## src/hdl/assert_macros.svh

```systemverilog
// Assertion macros for the chmod spec applier RTL.
// Depends on nothing; included by the files that carry assertions.
`ifndef ASSERT_MACROS_SVH
`define ASSERT_MACROS_SVH

// Same-cycle implication under an active-low reset.
`define ASSERT_SAME(lbl, clk, rst_n, ante, cons) \
    lbl: assert property (@(posedge clk) disable iff (!rst_n) (ante) |-> (cons)) \
        else $error("assertion failed");

// Next-cycle implication under an active-low reset.
`define ASSERT_NEXT(lbl, clk, rst_n, ante, cons) \
    lbl: assert property (@(posedge clk) disable iff (!rst_n) (ante) |=> (cons)) \
        else $error("assertion failed");

`endif

```

## src/hdl/chmod_pkg.sv

```systemverilog
// Types and constants for the chmod spec applier.
// No dependencies; used by chmod_spec_applier_core.
`default_nettype none

package chmod_pkg;

    localparam int MAX_CLAUSE_CHARS_DEF = 255;

    localparam logic [7:0] CH_SPACE = 8'h20;
    localparam logic [7:0] CH_TAB   = 8'h09;
    localparam logic [7:0] CH_COMMA = 8'h2c;
    localparam logic [7:0] CH_PLUS  = 8'h2b;
    localparam logic [7:0] CH_MINUS = 8'h2d;
    localparam logic [7:0] CH_EQUAL = 8'h3d;
    localparam logic [7:0] CH_ZERO  = 8'h30;
    localparam logic [7:0] CH_SEVEN = 8'h37;
    localparam logic [7:0] CH_U     = 8'h75;
    localparam logic [7:0] CH_G     = 8'h67;
    localparam logic [7:0] CH_O     = 8'h6f;
    localparam logic [7:0] CH_A     = 8'h61;
    localparam logic [7:0] CH_R     = 8'h72;
    localparam logic [7:0] CH_W     = 8'h77;
    localparam logic [7:0] CH_X     = 8'h78;

    localparam logic [8:0] MODE_MASK = 9'o777;

    typedef enum logic [2:0] {
        PH_LEAD,
        PH_WHO,
        PH_GAP,
        PH_PERMS,
        PH_BAD
    } phase_t;

    typedef enum logic [1:0] {
        OP_ADD,
        OP_SUB,
        OP_SET
    } op_t;

    typedef struct packed {
        logic [7:0] length;
        logic       oct_cand;
        logic       oct_seen;
        logic [8:0] oct_val;
        logic [2:0] oct_cnt;
        logic       oct_stop;
        phase_t     phase;
        logic [2:0] who_bits;
        logic [2:0] who_cnt;
        op_t        op;
        logic [2:0] perm;
    } clause_t;

    localparam clause_t CLAUSE_CLEAR = '{
        length:   8'd0,
        oct_cand: 1'b1,
        oct_seen: 1'b0,
        oct_val:  9'd0,
        oct_cnt:  3'd0,
        oct_stop: 1'b0,
        phase:    PH_LEAD,
        who_bits: 3'd0,
        who_cnt:  3'd0,
        op:       OP_ADD,
        perm:     3'd0
    };

    localparam int OCT_MAX_DIGITS = 5;

endpackage

`default_nettype wire

```

## src/hdl/chmod_spec_applier_core.sv

```systemverilog
// Chmod spec applier: parses a chmod-style spec one character per word.
// Depends on chmod_pkg and assert_macros.svh.
// The last input word waits in the input register; when the parser takes it, the result
// word is registered; a stalled output holds it. Throughput: one word per cycle unless a
// result is stalled, set by the single input register feeding the parser state update.
// Reset: asynchronous active low; clears the mode, the clause state and both valid flags.
`default_nettype none
`include "assert_macros.svh"

module chmod_spec_applier_core #(
    parameter int MAX_CLAUSE_CHARS = chmod_pkg::MAX_CLAUSE_CHARS_DEF
) (
    input  wire logic        clk,
    input  wire logic        rst_n,
    input  wire logic        s_axis_tvalid,
    output      logic        s_axis_tready,
    input  wire logic [23:0] s_axis_tdata,   // [7:0] ch, [16:8] start_mode, rest zero
    input  wire logic        s_axis_tlast,
    output      logic        m_axis_tvalid,
    input  wire logic        m_axis_tready,
    output      logic [15:0] m_axis_tdata    // [8:0] result_mode, rest zero
);

    localparam logic [7:0] MaxLen = 8'(MAX_CLAUSE_CHARS);

    logic                in_valid_reg;
    logic [7:0]          in_ch_reg;
    logic [8:0]          in_sm_reg;
    logic                in_last_reg;
    logic                at_start_reg;
    logic                at_start_next;
    logic [8:0]          mode_reg;
    logic [8:0]          mode_next;
    chmod_pkg::clause_t  clause_reg;
    chmod_pkg::clause_t  clause_next;
    logic                out_valid_reg;
    logic [8:0]          out_mode_reg;
    logic                advance;
    logic [8:0]          mode_base;
    logic [8:0]          mode_fed;
    chmod_pkg::clause_t  clause_base;
    chmod_pkg::clause_t  clause_fed;

    function automatic chmod_pkg::clause_t feed(chmod_pkg::clause_t c, logic [7:0] ch);
        chmod_pkg::clause_t n;
        logic               blank;
        logic               digit;
        logic               who;
        logic               is_op;
        chmod_pkg::op_t     oc;
        n     = c;
        blank = (ch == chmod_pkg::CH_SPACE) || (ch == chmod_pkg::CH_TAB);
        digit = (ch >= chmod_pkg::CH_ZERO) && (ch <= chmod_pkg::CH_SEVEN);
        who   = ch inside {chmod_pkg::CH_U, chmod_pkg::CH_G, chmod_pkg::CH_O, chmod_pkg::CH_A};
        is_op = ch inside {chmod_pkg::CH_PLUS, chmod_pkg::CH_MINUS, chmod_pkg::CH_EQUAL};
        if (ch == chmod_pkg::CH_MINUS)
        begin
            oc = chmod_pkg::OP_SUB;
        end
        else if (ch == chmod_pkg::CH_EQUAL)
        begin
            oc = chmod_pkg::OP_SET;
        end
        else
        begin
            oc = chmod_pkg::OP_ADD;
        end
        if (c.length < MaxLen)
        begin
            n.length = c.length + 8'd1;
            if (!blank && !digit)
            begin
                n.oct_cand = 1'b0;
            end
            if (digit)
            begin
                n.oct_seen = 1'b1;
                if (!c.oct_stop && (c.oct_cnt < 3'(chmod_pkg::OCT_MAX_DIGITS)))
                begin
                    n.oct_val = {c.oct_val[5:0], ch[2:0]};
                    n.oct_cnt = c.oct_cnt + 3'd1;
                    if (n.oct_cnt >= 3'(chmod_pkg::OCT_MAX_DIGITS))
                    begin
                        n.oct_stop = 1'b1;
                    end
                end
            end
            else if (blank && c.oct_seen)
            begin
                n.oct_stop = 1'b1;
            end
            case (c.phase)
                chmod_pkg::PH_LEAD, chmod_pkg::PH_WHO:
                begin
                    if (who)
                    begin
                        if (c.who_cnt < 3'd7)
                        begin
                            n.who_cnt = c.who_cnt + 3'd1;
                            case (ch)
                                chmod_pkg::CH_U: n.who_bits = c.who_bits | 3'b100;
                                chmod_pkg::CH_G: n.who_bits = c.who_bits | 3'b010;
                                chmod_pkg::CH_O: n.who_bits = c.who_bits | 3'b001;
                                default:         n.who_bits = 3'b111;
                            endcase
                        end
                        n.phase = chmod_pkg::PH_WHO;
                    end
                    else if (blank)
                    begin
                        if (c.phase == chmod_pkg::PH_WHO)
                        begin
                            n.phase = chmod_pkg::PH_GAP;
                        end
                    end
                    else if (is_op)
                    begin
                        n.op    = oc;
                        n.phase = chmod_pkg::PH_PERMS;
                    end
                    else
                    begin
                        n.phase = chmod_pkg::PH_BAD;
                    end
                end
                chmod_pkg::PH_GAP:
                begin
                    if (is_op)
                    begin
                        n.op    = oc;
                        n.phase = chmod_pkg::PH_PERMS;
                    end
                    else if (!blank)
                    begin
                        n.phase = chmod_pkg::PH_BAD;
                    end
                end
                chmod_pkg::PH_PERMS:
                begin
                    case (ch)
                        chmod_pkg::CH_R: n.perm = c.perm | 3'b100;
                        chmod_pkg::CH_W: n.perm = c.perm | 3'b010;
                        chmod_pkg::CH_X: n.perm = c.perm | 3'b001;
                        default:         n.perm = c.perm;
                    endcase
                end
                default:
                begin
                    n.phase = c.phase;
                end
            endcase
        end
        return n;
    endfunction

    function automatic logic [8:0] finish(chmod_pkg::clause_t c, logic [8:0] mode);
        logic [8:0] wm;
        logic [8:0] pm;
        logic [8:0] mp;
        logic [8:0] res;
        wm  = (c.who_cnt == 3'd0) ? chmod_pkg::MODE_MASK : 9'd0;
        wm  = wm | {{3{c.who_bits[2]}}, {3{c.who_bits[1]}}, {3{c.who_bits[0]}}};
        pm  = {3{c.perm}};
        mp  = pm & wm;
        res = mode;
        if (c.phase == chmod_pkg::PH_LEAD)
        begin
            res = mode;
        end
        else if (c.oct_cand)
        begin
            res = c.oct_val;
        end
        else if (c.phase == chmod_pkg::PH_PERMS)
        begin
            case (c.op)
                chmod_pkg::OP_SET: res = (mode & ~wm) | mp;
                chmod_pkg::OP_ADD: res = mode | mp;
                default:           res = mode & ~mp;
            endcase
        end
        return res;
    endfunction

    assign advance       = !out_valid_reg || m_axis_tready;
    assign s_axis_tready = !in_valid_reg || advance;
    assign m_axis_tvalid = out_valid_reg;
    assign m_axis_tdata  = {7'd0, out_mode_reg};

    always_comb
    begin
        mode_base   = at_start_reg ? in_sm_reg : mode_reg;
        clause_base = at_start_reg ? chmod_pkg::CLAUSE_CLEAR : clause_reg;
        if (in_ch_reg == chmod_pkg::CH_COMMA)
        begin
            mode_fed   = finish(clause_base, mode_base);
            clause_fed = chmod_pkg::CLAUSE_CLEAR;
        end
        else
        begin
            mode_fed   = mode_base;
            clause_fed = feed(clause_base, in_ch_reg);
        end
        if (in_last_reg)
        begin
            mode_next     = finish(clause_fed, mode_fed);
            clause_next   = chmod_pkg::CLAUSE_CLEAR;
            at_start_next = 1'b1;
        end
        else
        begin
            mode_next     = mode_fed;
            clause_next   = clause_fed;
            at_start_next = 1'b0;
        end
    end

    always_ff @(posedge clk or negedge rst_n)
    begin
        if (!rst_n)
        begin
            in_valid_reg  <= 1'b0;
            out_valid_reg <= 1'b0;
            at_start_reg  <= 1'b1;
            mode_reg      <= 9'd0;
            clause_reg    <= chmod_pkg::CLAUSE_CLEAR;
        end
        else
        begin
            if (s_axis_tready)
            begin
                in_valid_reg <= s_axis_tvalid;
            end
            if (in_valid_reg && advance)
            begin
                mode_reg     <= mode_next;
                clause_reg   <= clause_next;
                at_start_reg <= at_start_next;
                if (in_last_reg)
                begin
                    out_valid_reg <= 1'b1;
                end
                else
                begin
                    out_valid_reg <= 1'b0;
                end
            end
            else if (m_axis_tready)
            begin
                out_valid_reg <= 1'b0;
            end
        end
    end

    always_ff @(posedge clk)
    begin
        if (s_axis_tready && s_axis_tvalid)
        begin
            in_ch_reg   <= s_axis_tdata[7:0];
            in_sm_reg   <= s_axis_tdata[16:8];
            in_last_reg <= s_axis_tlast;
        end
        if (in_valid_reg && advance && in_last_reg)
        begin
            out_mode_reg <= mode_next;
        end
    end

    `ASSERT_NEXT(a_last_restarts, clk, rst_n, in_valid_reg && advance && in_last_reg, at_start_reg)
    `ASSERT_NEXT(a_last_gives_result, clk, rst_n, in_valid_reg && advance && in_last_reg, m_axis_tvalid)
    `ASSERT_SAME(a_result_from_last, clk, rst_n, $rose(m_axis_tvalid), $past(in_valid_reg && in_last_reg))
    `ASSERT_SAME(a_clause_bound, clk, rst_n, 1'b1, clause_reg.length <= MaxLen)

endmodule

`default_nettype wire

```

## config.mk

```make
export PLATFORM = sky130hd
export DESIGN_NAME = chmod_spec_applier_core
export DESIGN_NICKNAME = d
export VERILOG_FILES = /design/src/hdl/chmod_pkg.sv /design/src/hdl/chmod_spec_applier_core.sv
export VERILOG_INCLUDE_DIRS = /design/src /design/src/hdl
export SDC_FILE = /design/constraint.sdc
export NUM_CORES = 1
export LEC_CHECK = 0
export BUFFER_PORTS_ARGS = -buffer_cell sky130_fd_sc_hd__buf_2
export CORE_MARGIN = 1
export CORE_UTILIZATION = 55
export CTS_BUF_LIST = sky130_fd_sc_hd__clkbuf_16
export CTS_CLUSTER_DIAMETER = 100
export DETAILED_ROUTE_END_ITERATION = 8
export GPL_ROUTABILITY_DRIVEN = 1
export PLACE_DENSITY = 0.75
export SYNTH_ARGS = -nofsm -noshare
export SYNTH_HDL_FRONTEND = slang
export SYNTH_SLANG_ARGS = --single-unit
```

## constraint.sdc

```tcl
create_clock -name clk -period 4.8 [get_ports clk]
set_input_delay 0.48 -clock clk [delete_from_list [all_inputs] [get_ports clk]]
set_output_delay 0.48 -clock clk [all_outputs]
set_load 0.01 [all_outputs]
```

==> results_dict.tcl <==
set metrics [dict create \
    vdd_drop_max_mv 0.198 \
    synth_seq_area_share_pct 40.8 \
    hold_viol 0 \
    cp.required_ns 4.86 \
    clk_pin_slew_ns 0.07 \
    port_buffers 32 \
    dp_hpwl_um 10400 \
    synthToLayoutAreaGrowth_pct 9.55 \
    ys_seq_elements 76 \
    ff2ff_setup_slack_ns 0.95 \
    cts_resized 0 \
    postSynthAreaPerCell_um2 8.90 \
    regArea_um2 2040 \
    synth-edff-count 27 \
    synth-main-ff-cell "dfrtp_1" \
    fin_tns_setup_ns 0 \
    start_util_pct 57.1 \
    first_global_vias 4337 \
    crit_family "compound AO/OA/AOI/OAI gates" \
    gp_congestion 0.932 \
    reg2reg_from "at_start_reg$_DFFE_PN1P_" \
    vias 4654 \
    final_cell_mix "nand2_1, o21ai_0, nor2_1, dfrtp_1, buf_2" \
    relSlewSlack_pct 29.0 \
    hp-class "input port to asynchronous set/reset pin" \
    die_x_um 97.4 \
    crit_chain "nor2b_1, ha_1, nor2b_1, nand4_1, a31oi_1, nor2_1, o21ai_0, o21ai_0, nor2_1, o22ai_1" \
    powerDensity_nw_per_um2 329 \
    p_leak_nw 2.12 \
    io_pins 47 \
    arrival_ns 3.91 \
    overflow 0 \
    r2r_end "out_mode_reg[5]$_DFFE_PP_" \
    layout_commonest_cell "nand2_1" \
    yosys.cell_types.count 75 \
    rows 34 \
    clock_latency_ns 0.34 \
    critPathKind "register to register" \
    crit_buf_inv 0 \
    grt_usage_pct 32.5 \
    clock-root-buffer "clkbuf_16" \
    core_area_um2 8760 \
    wl_per_cell_um 21.5 \
    synthArstFlopShare_pct 64.5 \
    nNetsFinal 615 \
    p_comb_share_pct 19.3 \
    grt_start_max_net_pins 50 \
    cts_buffers 9 \
    reg2reg_depth 10 \
    antenna_found_initial 0 \
    drtIter0Drc 486 \
    end_kind "register" \
    postRouteAntennaNets 0 \
    die_y_um 97.4 \
    netlist_instances 562 \
    slowest_stage "a31oi_1" \
    grt_first_pass_wirelength_um 23800 \
    routed_via_density 6.71 \
    fin_worst_skew_ns 0.00860 \
    num-fill-cells 739 \
    status "complete, no violations" \
    grt_setup_unrepaired "no" \
    critPathLaunchType "register" \
    num_antenna_cells 0 \
    clk_path_buf_depth 2 \
    intPower_mw 1.22 \
    tightest_slew_ns 1.06 \
    cts_tree "yes" \
    dp.cells 678 \
    yosys_warnings 0 \
    ctsHoldBuffers 0 \
    firstDrtPassIters 6 \
    slew_violations 0 \
    setup_viol 0 \
    pwr-share-clk_pct 36.2 \
    swShare_pct 32.4 \
    critical_path_depth 10 \
    dieArea_um2 9480 \
    p_seq_share_pct 44.4 \
    post-route-period-util_pct 80.3 \
    fin_crit_ns 3.85 \
    slowest_delay_ns 0.74 \
    drive_gt1_share_pct 13.0 \
    cp_max_fo 12 \
    post_layout_nonfiller_instances 694 \
    fmax_ghz 0.259 \
    largest_reg_flops 37 \
    multi_input_area_um2 2780 \
    switchingPower_mw 0.584 \
    wl_um 14900 \
    drc_errors 0 \
    post_cts_buffers 0 \
    clkSinkCount 76 \
    htreeDepth 3 \
    drv_cap 0 \
    netlist_area_um2 5000 \
]
-- worst max-delay path by stage --
stage	startpoint	end	slack (ns)
finish	at_start_reg$_DFFE_PN1P_	out_mode_reg[5]$_DFFE_PP_	0.95
global route	clause_reg[29]$_DFFE_PN0P_	out_mode_reg[5]$_DFFE_PP_	0.64
CTS	at_start_reg$_DFFE_PN1P_	mode_reg[5]$_DFFE_PN0P_	1.06
detailed placement	at_start_reg$_DFFE_PN1P_	mode_reg[5]$_DFFE_PN0P_	1.07
global placement	at_start_reg$_DFFE_PN1P_	mode_reg[5]$_DFFE_PN0P_	1.14
floorplan	at_start_reg$_DFFE_PN1P_	mode_reg[5]$_DFFE_PN0P_	0.99
-- through the flow --
stage | cell area, um2 | setup WS, ns | utilization, % | hold slack [ns] | total power, mW
6_report | 5480 | 0.945 | 62.6 | 0.245 | 1.80
5_1_grt | 5480 | 0.637 | 62.6 | 0.303 | 1.87
4_1_cts | 5480 | 1.06 | 62.6 | 0.282 | 1.80
3_5_place_dp | 5200 | 1.07 | 59.4 | 0.493 | 1.15
3_3_place_gp | 5200 | 1.14 | 59.4 | 0.481 | 1.14
2_1_floorplan | 5030 | 0.994 | - | 0.184 | 1.03
-- worst register-to-register path, cell delays in order (launching register included) --
cell and delay (ns):
dfstp_2 0.37, nor2b_1 0.20, ha_1 0.32, nor2b_1 0.27, nand4_1 0.50, a31oi_1 0.74
nor2_1 0.24, o21ai_0 0.30, o21ai_0 0.34, nor2_1 0.18, o22ai_1 0.10
-- cell usage after synthesis (8+ instances only) --
cell      instances  area share [%]
buf_2            11             1.1
o211ai_1         11             1.7
o21ai_0          52             5.2
inv_1            10            0.75
mux2i_1          16             3.2
nor2_1           47             3.5
clkbuf_1         15             1.1
dfrtp_1          47              24
a31oi_1          13             1.6
nor2b_1          15             1.9
and2_1            9             1.1
a21oi_1          31             3.1
o22ai_1           9             1.1
nor3_1           17             1.7
nand3_1           8            0.80
nand2_1          67             5.0
edfxtp_1         27              16
a22o_1           20             3.5
nand2b_1          8             1.0
-- layer usage --
metal	track usage (%)	up-vias	share of wire [%]
li1	-	2154	-
met4	14.7	0	3.4
met5	0	-	0
met3	5.32	44	8.7
met1	47.2	2205	44
met2	47.7	251	44
-- power groups by stage --
stage / sequential [mW] / combinational [mW] / clock [mW]
after global routing: 0.809 / 0.382 / 0.684
after detailed placement: 0.809 / 0.340 / 0
final: 0.801 / 0.349 / 0.653
after CTS: 0.798 / 0.342 / 0.657
after floorplan: 0.785 / 0.246 / 0
after global placement: 0.807 / 0.335 / 0
-- layout make-up --
cell class	instances	area share, %
Clock buffer	9	4.11
Tap cell	108	2.47
Clock inverter	7	1.00
Timing Repair Buffer	38	3.74
Multi-Input combinational cell	446	50.8
Inverter	10	0.685
Sequential cell	76	37.2
-- logic make-up (layout without fill, tap and decap cells) --
kind of cell,after synthesis,after routing,synth area share [%]
other,1,7,0.0749
AO/OA/AOI/OAI,190,190,25.4
flip-flops,76,76,40.8
XOR/XNOR,5,5,0.875
AND/OR/NAND/NOR,222,222,23.9
buffers and inverters,46,64,4.25
adder cells (fa/ha/maj),5,5,1.25
multiplexers,17,17,3.48
No activity file was read; power rests on OpenSTA's default activity.
